$ cat config.mk
export PLATFORM = sky130hd
export DESIGN_NAME = perfect_number_check
export DESIGN_NICKNAME = d
export VERILOG_FILES = /design/src/design/pnc_pkg.sv /design/src/design/pnc_div.sv /design/src/design/perfect_number_check.sv
export SDC_FILE = /design/constraint.sdc
export NUM_CORES = 1
export LEC_CHECK = 0
export BUFFER_PORTS_ARGS = -buffer_cell sky130_fd_sc_hd__buf_2
export CAP_MARGIN = 25
export CORE_AREA = 8 8 208 210
export DETAILED_ROUTE_END_ITERATION = 12
export DIE_AREA = 0 0 216 218
export PLACE_DENSITY = 0.67
export SKIP_LAST_GASP = 1
export SYNTH_ARGS = -nofsm -noshare
export SYNTH_HDL_FRONTEND = slang
export SYNTH_SLANG_ARGS = --single-unit
export TNS_END_PERCENT = 1
$ cat constraint.sdc
create_clock -name i_clk -period 12.02 [get_ports i_clk]
set_input_delay 2.404 -clock i_clk [delete_from_list [all_inputs] [get_ports i_clk]]
set_output_delay 2.404 -clock i_clk [all_outputs]
set_load 0.01 [all_outputs]
$ cat src/design/pnc_pkg.sv
// Shared constants for the perfect-number checker.
// No dependencies; imported by pnc_div and perfect_number_check.
package pnc_pkg;

    localparam int NUM_WIDTH_DEF = 31;
    localparam int SUM_W         = 34;
    localparam logic [SUM_W-1:0] SUM_MAX = {SUM_W{1'b1}};

endpackage

$ cat src/design/pnc_div.sv
// Restoring unsigned divider, one quotient bit per cycle.
// Depends on pnc_pkg for the default operand width.
module pnc_div
    import pnc_pkg::*;
#(
    parameter int W = NUM_WIDTH_DEF
) (
    input  logic         i_clk,
    input  logic         i_rst_n,
    input  logic         i_start,
    input  logic [W-1:0] i_dividend,
    input  logic [W-1:0] i_divisor,
    output logic         o_done,
    output logic [W-1:0] o_quo,
    output logic [W-1:0] o_rem
);

    localparam int CW = $clog2(W + 1);

    logic [W-1:0]  r_rem, n_rem;
    logic [W-1:0]  r_quo, n_quo;
    logic [W-1:0]  r_dsr;
    logic [CW-1:0] r_cnt, n_cnt;
    logic          r_busy, n_busy;
    logic          r_done, n_done;

    logic [W:0] shifted;
    logic [W:0] diff;

    always_comb begin
        shifted = {r_rem, r_quo[W-1]};
        diff    = shifted - {1'b0, r_dsr};
    end

    always_comb begin
        n_rem  = r_rem;
        n_quo  = r_quo;
        n_cnt  = r_cnt;
        n_busy = r_busy;
        n_done = 1'b0;
        if (i_start) begin
            n_rem  = '0;
            n_quo  = i_dividend;
            n_cnt  = CW'(W);
            n_busy = 1'b1;
        end else if (r_busy) begin
            // borrow out of the top bit means the trial subtract failed
            if (!diff[W]) begin
                n_rem = diff[W-1:0];
                n_quo = {r_quo[W-2:0], 1'b1};
            end else begin
                n_rem = shifted[W-1:0];
                n_quo = {r_quo[W-2:0], 1'b0};
            end
            n_cnt = r_cnt - 1'b1;
            if (r_cnt == CW'(1)) begin
                n_busy = 1'b0;
                n_done = 1'b1;
            end
        end
    end

    always_ff @(posedge i_clk) begin
        if (!i_rst_n) begin
            r_busy <= 1'b0;
            r_done <= 1'b0;
            r_cnt  <= '0;
        end else begin
            r_busy <= n_busy;
            r_done <= n_done;
            r_cnt  <= n_cnt;
        end
        r_rem <= n_rem;
        r_quo <= n_quo;
        if (i_start) begin
            r_dsr <= i_divisor;
        end
    end

    assign o_done = r_done;
    assign o_quo  = r_quo;
    assign o_rem  = r_rem;

endmodule

$ cat src/design/perfect_number_check.sv
// Perfect-number test by trial division, one shared divider and one add/sub unit.
// Per item: trial divisors run from 1 up to floor(sqrt(n)); each one starts pnc_div
// and waits for its done. A divisor that divides evenly is added to the sum, and so
// is its quotient when that differs; at the end n itself is subtracted.
// One item at a time: s_axis_tready is high only while idle. The result waits in
// an output register, so the next beat may be taken before it is read.
// Synchronous active-low reset clears the sequencer and the output valid.
module perfect_number_check
    import pnc_pkg::*;
#(
    parameter int NUM_WIDTH = NUM_WIDTH_DEF
) (
    input  logic                                   i_clk,
    input  logic                                   i_rst_n,
    input  logic                                   s_axis_tvalid,
    output logic                                   s_axis_tready,
    // [NUM_WIDTH-1:0] number, zero padding above
    input  logic [((NUM_WIDTH + 7) / 8) * 8 - 1:0] s_axis_tdata,
    output logic                                   m_axis_tvalid,
    input  logic                                   m_axis_tready,
    // [0] is_perfect, [34:1] aliquot_sum, zero padding above
    output logic [((SUM_W + 8) / 8) * 8 - 1:0]     m_axis_tdata
);

    localparam int W      = NUM_WIDTH;
    localparam int AW     = NUM_WIDTH + 4;          // divisor sum stays below 8n
    localparam int EW     = (AW > SUM_W) ? AW : SUM_W;
    localparam int OUT_TW = ((SUM_W + 8) / 8) * 8;

    localparam logic [2:0] S_IDLE  = 3'd0;
    localparam logic [2:0] S_START = 3'd1;
    localparam logic [2:0] S_WAIT  = 3'd2;
    localparam logic [2:0] S_ADD_D = 3'd3;
    localparam logic [2:0] S_ADD_Q = 3'd4;
    localparam logic [2:0] S_FIN   = 3'd5;
    localparam logic [2:0] S_OUT   = 3'd6;

    logic [2:0]    r_state, n_state;
    logic [W-1:0]  r_num;
    logic [W-1:0]  r_div, n_div;
    logic [W-1:0]  r_quo;
    logic [AW-1:0] r_acc, n_acc;
    logic [AW-1:0] r_ali;
    logic          r_ovalid, n_ovalid;
    logic          r_operf;
    logic [SUM_W-1:0] r_osum;

    logic         div_start;
    logic         div_done;
    logic [W-1:0] div_quo;
    logic [W-1:0] div_rem;

    // shared add/sub unit
    logic [AW-1:0] au_b;
    logic          au_sub;
    logic [AW-1:0] au_res;

    logic [EW-1:0] ali_ext;
    logic          ali_sat;
    logic          perfect;
    logic          out_free;

    pnc_div #(.W(W)) u_div (
        .i_clk      (i_clk),
        .i_rst_n    (i_rst_n),
        .i_start    (div_start),
        .i_dividend (r_num),
        .i_divisor  (r_div),
        .o_done     (div_done),
        .o_quo      (div_quo),
        .o_rem      (div_rem)
    );

    always_comb begin
        au_sub = 1'b0;
        au_b   = AW'(r_div);
        case (r_state)
            S_ADD_Q: au_b = AW'(r_quo);
            S_FIN: begin
                au_b   = AW'(r_num);
                au_sub = 1'b1;
            end
            default: au_b = AW'(r_div);
        endcase
        au_res = r_acc + (au_sub ? ~au_b : au_b) + AW'(au_sub);
    end

    assign out_free  = !r_ovalid || m_axis_tready;
    assign div_start = (r_state == S_START);

    always_comb begin
        n_state  = r_state;
        n_div    = r_div;
        n_acc    = r_acc;
        n_ovalid = r_ovalid;
        if (r_ovalid && m_axis_tready) begin
            n_ovalid = 1'b0;
        end
        case (r_state)
            S_IDLE: begin
                if (s_axis_tvalid) begin
                    n_div   = W'(1);
                    n_acc   = '0;
                    // zero skips the divisor loop and leaves a zero sum
                    n_state = (s_axis_tdata[W-1:0] == '0) ? S_FIN : S_START;
                end
            end
            S_START: n_state = S_WAIT;
            S_WAIT: begin
                if (div_done) begin
                    if (r_div > div_quo) begin
                        n_state = S_FIN;
                    end else if (div_rem == '0) begin
                        n_state = S_ADD_D;
                    end else begin
                        n_div   = r_div + 1'b1;
                        n_state = S_START;
                    end
                end
            end
            S_ADD_D: begin
                n_acc = au_res;
                if (r_quo != r_div) begin
                    n_state = S_ADD_Q;
                end else begin
                    n_div   = r_div + 1'b1;
                    n_state = S_START;
                end
            end
            S_ADD_Q: begin
                n_acc   = au_res;
                n_div   = r_div + 1'b1;
                n_state = S_START;
            end
            S_FIN: n_state = S_OUT;
            S_OUT: begin
                if (out_free) begin
                    n_ovalid = 1'b1;
                    n_state  = S_IDLE;
                end
            end
            default: n_state = S_IDLE;
        endcase
    end

    always_comb begin
        ali_ext = EW'(r_ali);
        ali_sat = ali_ext > EW'(SUM_MAX);
        perfect = (r_ali == AW'(r_num)) && (r_num != '0);
    end

    always_ff @(posedge i_clk) begin
        if (!i_rst_n) begin
            r_state  <= S_IDLE;
            r_ovalid <= 1'b0;
        end else begin
            r_state  <= n_state;
            r_ovalid <= n_ovalid;
        end
        r_div <= n_div;
        r_acc <= n_acc;
        if (r_state == S_IDLE && s_axis_tvalid) begin
            r_num <= s_axis_tdata[W-1:0];
        end
        if (r_state == S_WAIT && div_done) begin
            r_quo <= div_quo;
        end
        if (r_state == S_FIN) begin
            r_ali <= au_res;
        end
        if (r_state == S_OUT && out_free) begin
            r_operf <= perfect;
            r_osum  <= ali_sat ? SUM_MAX : ali_ext[SUM_W-1:0];
        end
    end

    assign s_axis_tready = (r_state == S_IDLE);
    assign m_axis_tvalid = r_ovalid;
    assign m_axis_tdata  = OUT_TW'({r_osum, r_operf});

endmodule
---- Yosys cells after proc, flatten, opt, wreduce, memory -nomap -nowiden ----
Index checks and enable logic that the tools add are counted.
storage, ports and cells
  bits in read-only memories .............. 0
  memories kept ........................... 0
  bits in latches ......................... 0
  RAM bits ................................ 0
  input bits .............................. 36
  bits in registers ....................... 302
  word-level logic and storage cells ...... 91
cells by class
  divide/modulo/power cells ............... 0
  order comparisons ....................... 2
  bitwise operators ....................... 3
  reduce and logical (&&, ||, !) cells .... 19
  equality and inequality tests ........... 15
  multiplexer cells ....................... 32
  shift-type cells ........................ 0
  multiply operators ...................... 0
  add/sub/neg operators ................... 5
operator list
  operator                                              number
  2-to-1 mux 31 bit                                     8
  one-hot mux 31 bit (4 select lines)                   1
  2-to-1 mux 35 bit                                     2
  one-hot mux 35 bit (2 select lines)                   1
  logical NOT 31 bit                                    2
  one-hot mux 31 bit (2 select lines)                   1
  adder 35 x 1 -> 35 bit                                1
  adder 35 bit                                          1
  == test 35 x 31 -> 1 bit                              1
  > comparator 35 x 34 -> 1 bit, second input constant  1
  inverter 35 bit                                       1
  subtractor 32 x 31 -> 32 bit                          1
  adder 31 x 1 -> 31 bit, second input constant         1
  > comparator 31 bit                                   1
  inequality test 31 bit                                1
  nonzero test 31 bit                                   1
  one-hot mux 3 bit (7 select lines)                    1
  2-to-1 mux 3 bit                                      6
  2-to-1 mux 5 bit                                      2
  inequality test 2 bit, second input constant          5
  == test 3 bit, second input constant                  3
  2-to-1 mux 1 bit                                      9
  == test 3 x 2 -> 1 bit, second input constant         2
  AND reduction 6 bit                                   1
  other kinds (16)                                      22

---- Longest topological paths before layout ----
  word-level depth ........................ 7
  mapped depth ............................ 16
  depth with buffers taken out ............ 12

---- Cells and area by module ----
A second synthesis with hierarchy kept.
unflattened totals
  cell total of the unflattened synthesis .. 1,645
  area total of the unflattened synthesis .. 17,384.2 µm²
by module, submodules not included
  module                area each (µm²)  cells each  instances
  perfect_number_check  11,812.6         1,121       1
  pnc_div               5,571.6          524         1

---- Worst setup path after synthesis ----
Ideal clock, no wire load.
  path kind ............................... input-to-reg
  start point ............................. in m_axis_tready
  end point ............................... reg r_operf, enable pin
  setup time .............................. 0.427 ns
  buffers on the path ..................... 0
  data arrival time ....................... 3.939 ns
  stages .................................. 2
  path slack .............................. 7.654 ns
  required time ........................... 11.593 ns
  cell sequence ........................... nor2b_1 nor2_1
on the way
  longest elaborated chain between the ends .. 2
ends and longest elaborated chain
  item                  line                         RTL
  start, declared       perfect_number_check.sv:20   input logic m_axis_tready,
  logical OR 1 bit      perfect_number_check.sv:88   assign out_free = !r_ovalid || m_axis_tready;
  logical AND 1 bit     perfect_number_check.sv:171  if (r_state == S_OUT && out_free) begin
  end signal, assigned  perfect_number_check.sv:172  r_operf <= perfect;
  end, declared         perfect_number_check.sv:45   logic r_operf;
Every way passes these cells.
A chain may end at the register's enable or synchronous reset.

---- Worst setup path in the final report ----
  start point ............................. reg r_state[1]
  end point ............................... reg r_acc[22], data pin
on the way
  longest elaborated chain between the ends .. 7
ends and longest elaborated chain
  item                                     line                                                    RTL
  start, declared                          perfect_number_check.sv:38                              logic [2:0] r_state, n_state;
  start signal, assigned                   perfect_number_check.sv:157                             r_state <= n_state;
  == test 3 bit (on tied branches)         perfect_number_check.sv:77, perfect_number_check.sv:99
  one-hot mux 31 bit (2 select lines)      perfect_number_check.sv:77                              case (r_state)
  inverter 35 bit                          perfect_number_check.sv:85                              au_res = r_acc + (au_sub ? ~au_b : au_b) + AW'(au_sub);
  2-to-1 mux 35 bit                        perfect_number_check.sv:85
  adder 35 bit                             perfect_number_check.sv:85
  adder 35 x 1 -> 35 bit                   perfect_number_check.sv:85
  one-hot mux 35 bit (2 select lines) (*)  perfect_number_check.sv:99                              case (r_state)
  end signal, assigned                     perfect_number_check.sv:161                             r_acc <= n_acc;
  end, declared                            perfect_number_check.sv:42                              logic [AW-1:0] r_acc, n_acc;
Mark *: on every way between the ends. The rest lies on a longest branch, timed or not.

==> qor.txt <==
Outcome: complete, no violations
Clk buf depth: 3
Post-synthesis sequential element count: 302
Final min period: 4.76 ns
Setup CP Type: register to register
Clk slew on worst S/H paths: 0.06 ns
Final setup TNS: 0 ns
Core Area: 0.0402 mm2
Switching Share: 38.4%
Cell-internal power: 2620 uW
Crit. End Element: register
Peak VDD IR: 114 uV
Synth unique cells: 82
P_leak: 0.00757 uW
Grt ovf: 0
Crit path DAT: 5.00 ns
Post-synth EDFFs: 260
Hold/Removal Path Class: register to register
Cell row count: 74
Port bufs: 71
Gpl congestion: 0.927
Hold buffer count at CTS: 0
Dominant register cell in the synthesized netlist: edfxtp_1
Area after DPL: 0.0186 mm2
Clock skew: 0.0218 ns
Synthesized area per cell: 10.0 um2
CTS tree: yes
Post-synthesis sequential area ratio: 48.6%
Post-cts repair resize count: 0
Leading cell type in the layout, fill and taps excluded: edfxtp_1
Largest net degree at the start of global routing: 98
Max-capacitance violation count: 0
Relative slew slack: 34.9%
Unrepaired setup endpoints after global routing: false
Final period util: 39.6%
CTS Buf Count: 35
Final-stage net count: 1951
Final Hold Viols: 0
Clk pwr share: 24.0%
GRT Util Overall: 19.9%
Crit start category: register
Slew Viols, Final: 0
Clock latency on the worst-skew pair: 0.53 ns
Layout Area Growth over Synthesis: 10.7%
Postcts setup bufs: 0
Drt initial violations: 995
Top-area cell type share of the netlist area: 43.9%
Drt total wl: 47800 um
Post-synth ARST share: 0%
Die ar.: 0.0471 mm2
Clock sink count: 302
Vias: 13300
Initial antenna violation count: 1
Hpwl dp: 35600 um
Worst EP required: 12.26 ns
Critical Path Fanout Max: 64
Initial core utilization: 44.3%
Comb power frac: 39.0%
Synthesis Warnings: 0
Ports: 78
Post-synthesis cell area: 0.0178 mm2
Die width: 216 um
First-pass GRT wire length: 74500 um
Ranking of synthesized cells by area: edfxtp_1 (44%), ha_1 (6.9%), dfxtp_1 (4.7%), o21ai_0 (4.4%), xor2_1 (4.3%)
Share of cells above drive strength 1: 10.7%
Achievable Freq: 0.210 GHz
Final Cell Area: 0.0197 mm2
Final setup viols: 0
Worst Tran Pin Value: 0.977 ns
Root Driver: clkbuf_16
DRC: 0
Power per cell area: 216 mW/mm2
Most frequent cells in the layout: edfxtp_1 (260), nand2_1 (205), o21ai_0 (155)
DRT antenna net count: 0
DIE HEIGHT: 218 um
Initial DRT Pass Iterations: 6
Synth area leader: edfxtp_1
CTS H-tree depth: 2
Vias in the first global route: 13200
Power share of the sequential group: 36.9%
WL/cell: 20.2 um
Net Sw Power: 1630 uW
Post-Syn Instances: 1773
Vias/cell: 5.62
## sequential cells by signal (all words and copies together) (netlist names)
| signal | cells |
|---|---|
| u_div.r_dsr | 31 |
| m_axis_tvalid | 1 |
| r_num | 31 |
| r_operf | 1 |
| u_div.o_rem | 31 |
| r_osum | 34 |
| ali_ext | 35 |
| r_state | 3 |
| r_quo | 31 |
| r_acc | 35 |
| r_div | 31 |
| u_div.o_quo | 31 |
| u_div.r_busy | 1 |
| u_div.o_done | 1 |
| u_div.r_cnt | 5 |
## critical path, cell delays in order, from the launching register on
cell	delay, ns
dfxtp_1	0.63
nand2b_2	0.21
buf_4	0.50
o21ai_0	0.32
ha_1	0.49
nand3_1	0.28
or2_2	0.40
a211oi_1	0.69
o21ai_0	0.24
a21oi_1	0.34
mux2i_1	0.26
a21oi_1	0.09
## logic make-up after synthesis
family	Yosys count	share of synthesized area, %
and+or+nand+nor	604	17.2
DFF	302	48.6
AOI/OAI and AO/OA	424	14.6
other	1	0.0211
muxes	28	1.58
adders and majority gates	100	7.12
buffers and inverters	174	4.01
xor gates and xnor gates	140	6.89
## layer usage
layer  track usage [%]  wire (um)
met1              25.2      20500
met2              33.7      22900
met3              2.58       2270
met4              8.99       2070
met5                 0          0
## synthesized netlist by cell type (27+ instances only)
master    count
nor2_1       78
edfxtp_1    260
dfxtp_1      42
a21o_1       34
nand3_1      41
mux2i_1      27
inv_1        89
or2_2        40
a21oi_1     111
o21ai_0     155
xnor2_1      52
ha_1         98
nor4_1       39
clkbuf_1     56
nand4_1      36
nor3_1       35
and2_1       39
xor2_1       88
nand2_1     205
## worst paths after layout
| check | from | to | slack (ns) | depth (start not counted) |
|---|---|---|---|---|
| max | r_state[1] | r_acc[22] | 7.26 | 11 |
| max reg2reg | r_state[1] | r_acc[22] | 7.26 | 11 |
| min reg2reg | u_div.o_quo[21] | r_quo[21] | 0.44 | 0 |
| min | u_div.o_quo[21] | r_quo[21] | 0.44 | 0 |
## stage by stage
step / setup WS (ns) / power, uW / utilization, % / std cells / hold slack (ns)
2_1_floorplan: 7.65 / 2790 / - / 1777 / 0.426
3_3_place_gp: 7.42 / 3190 / 46.2 / 2308 / 0.430
3_5_place_dp: 7.40 / 3230 / 46.2 / 2309 / 0.433
4_1_cts: 7.35 / 4260 / 48.9 / 2370 / 0.443
5_1_grt: 7.09 / 4530 / 49.0 / 2372 / 0.448
6_report: 7.26 / 4260 / 49.0 / 2372 / 0.444
## power by group through the flow
stage	Sequential, uW	Combinational [uW]	Clock [uW]
after detailed placement	1590	1640	0
after global placement	1580	1610	0
after CTS	1570	1650	1040
final	1570	1660	1020
after global routing	1600	1850	1080
after floorplan	1520	1280	0
## cell type report
cell class / count / area (um2)
Antenna cell: 1 / 2.50
Clock buffer: 43 / 927
Clock inverter: 18 / 155
Fill cell: 3691 / 20500
Inverter: 89 / 334
Multi-Input combinational cell: 1301 / 8460
Sequential cell: 302 / 8650
Tap cell: 532 / 666
Timing Repair Buffer: 86 / 493
(Power assumes the default switching activity.)
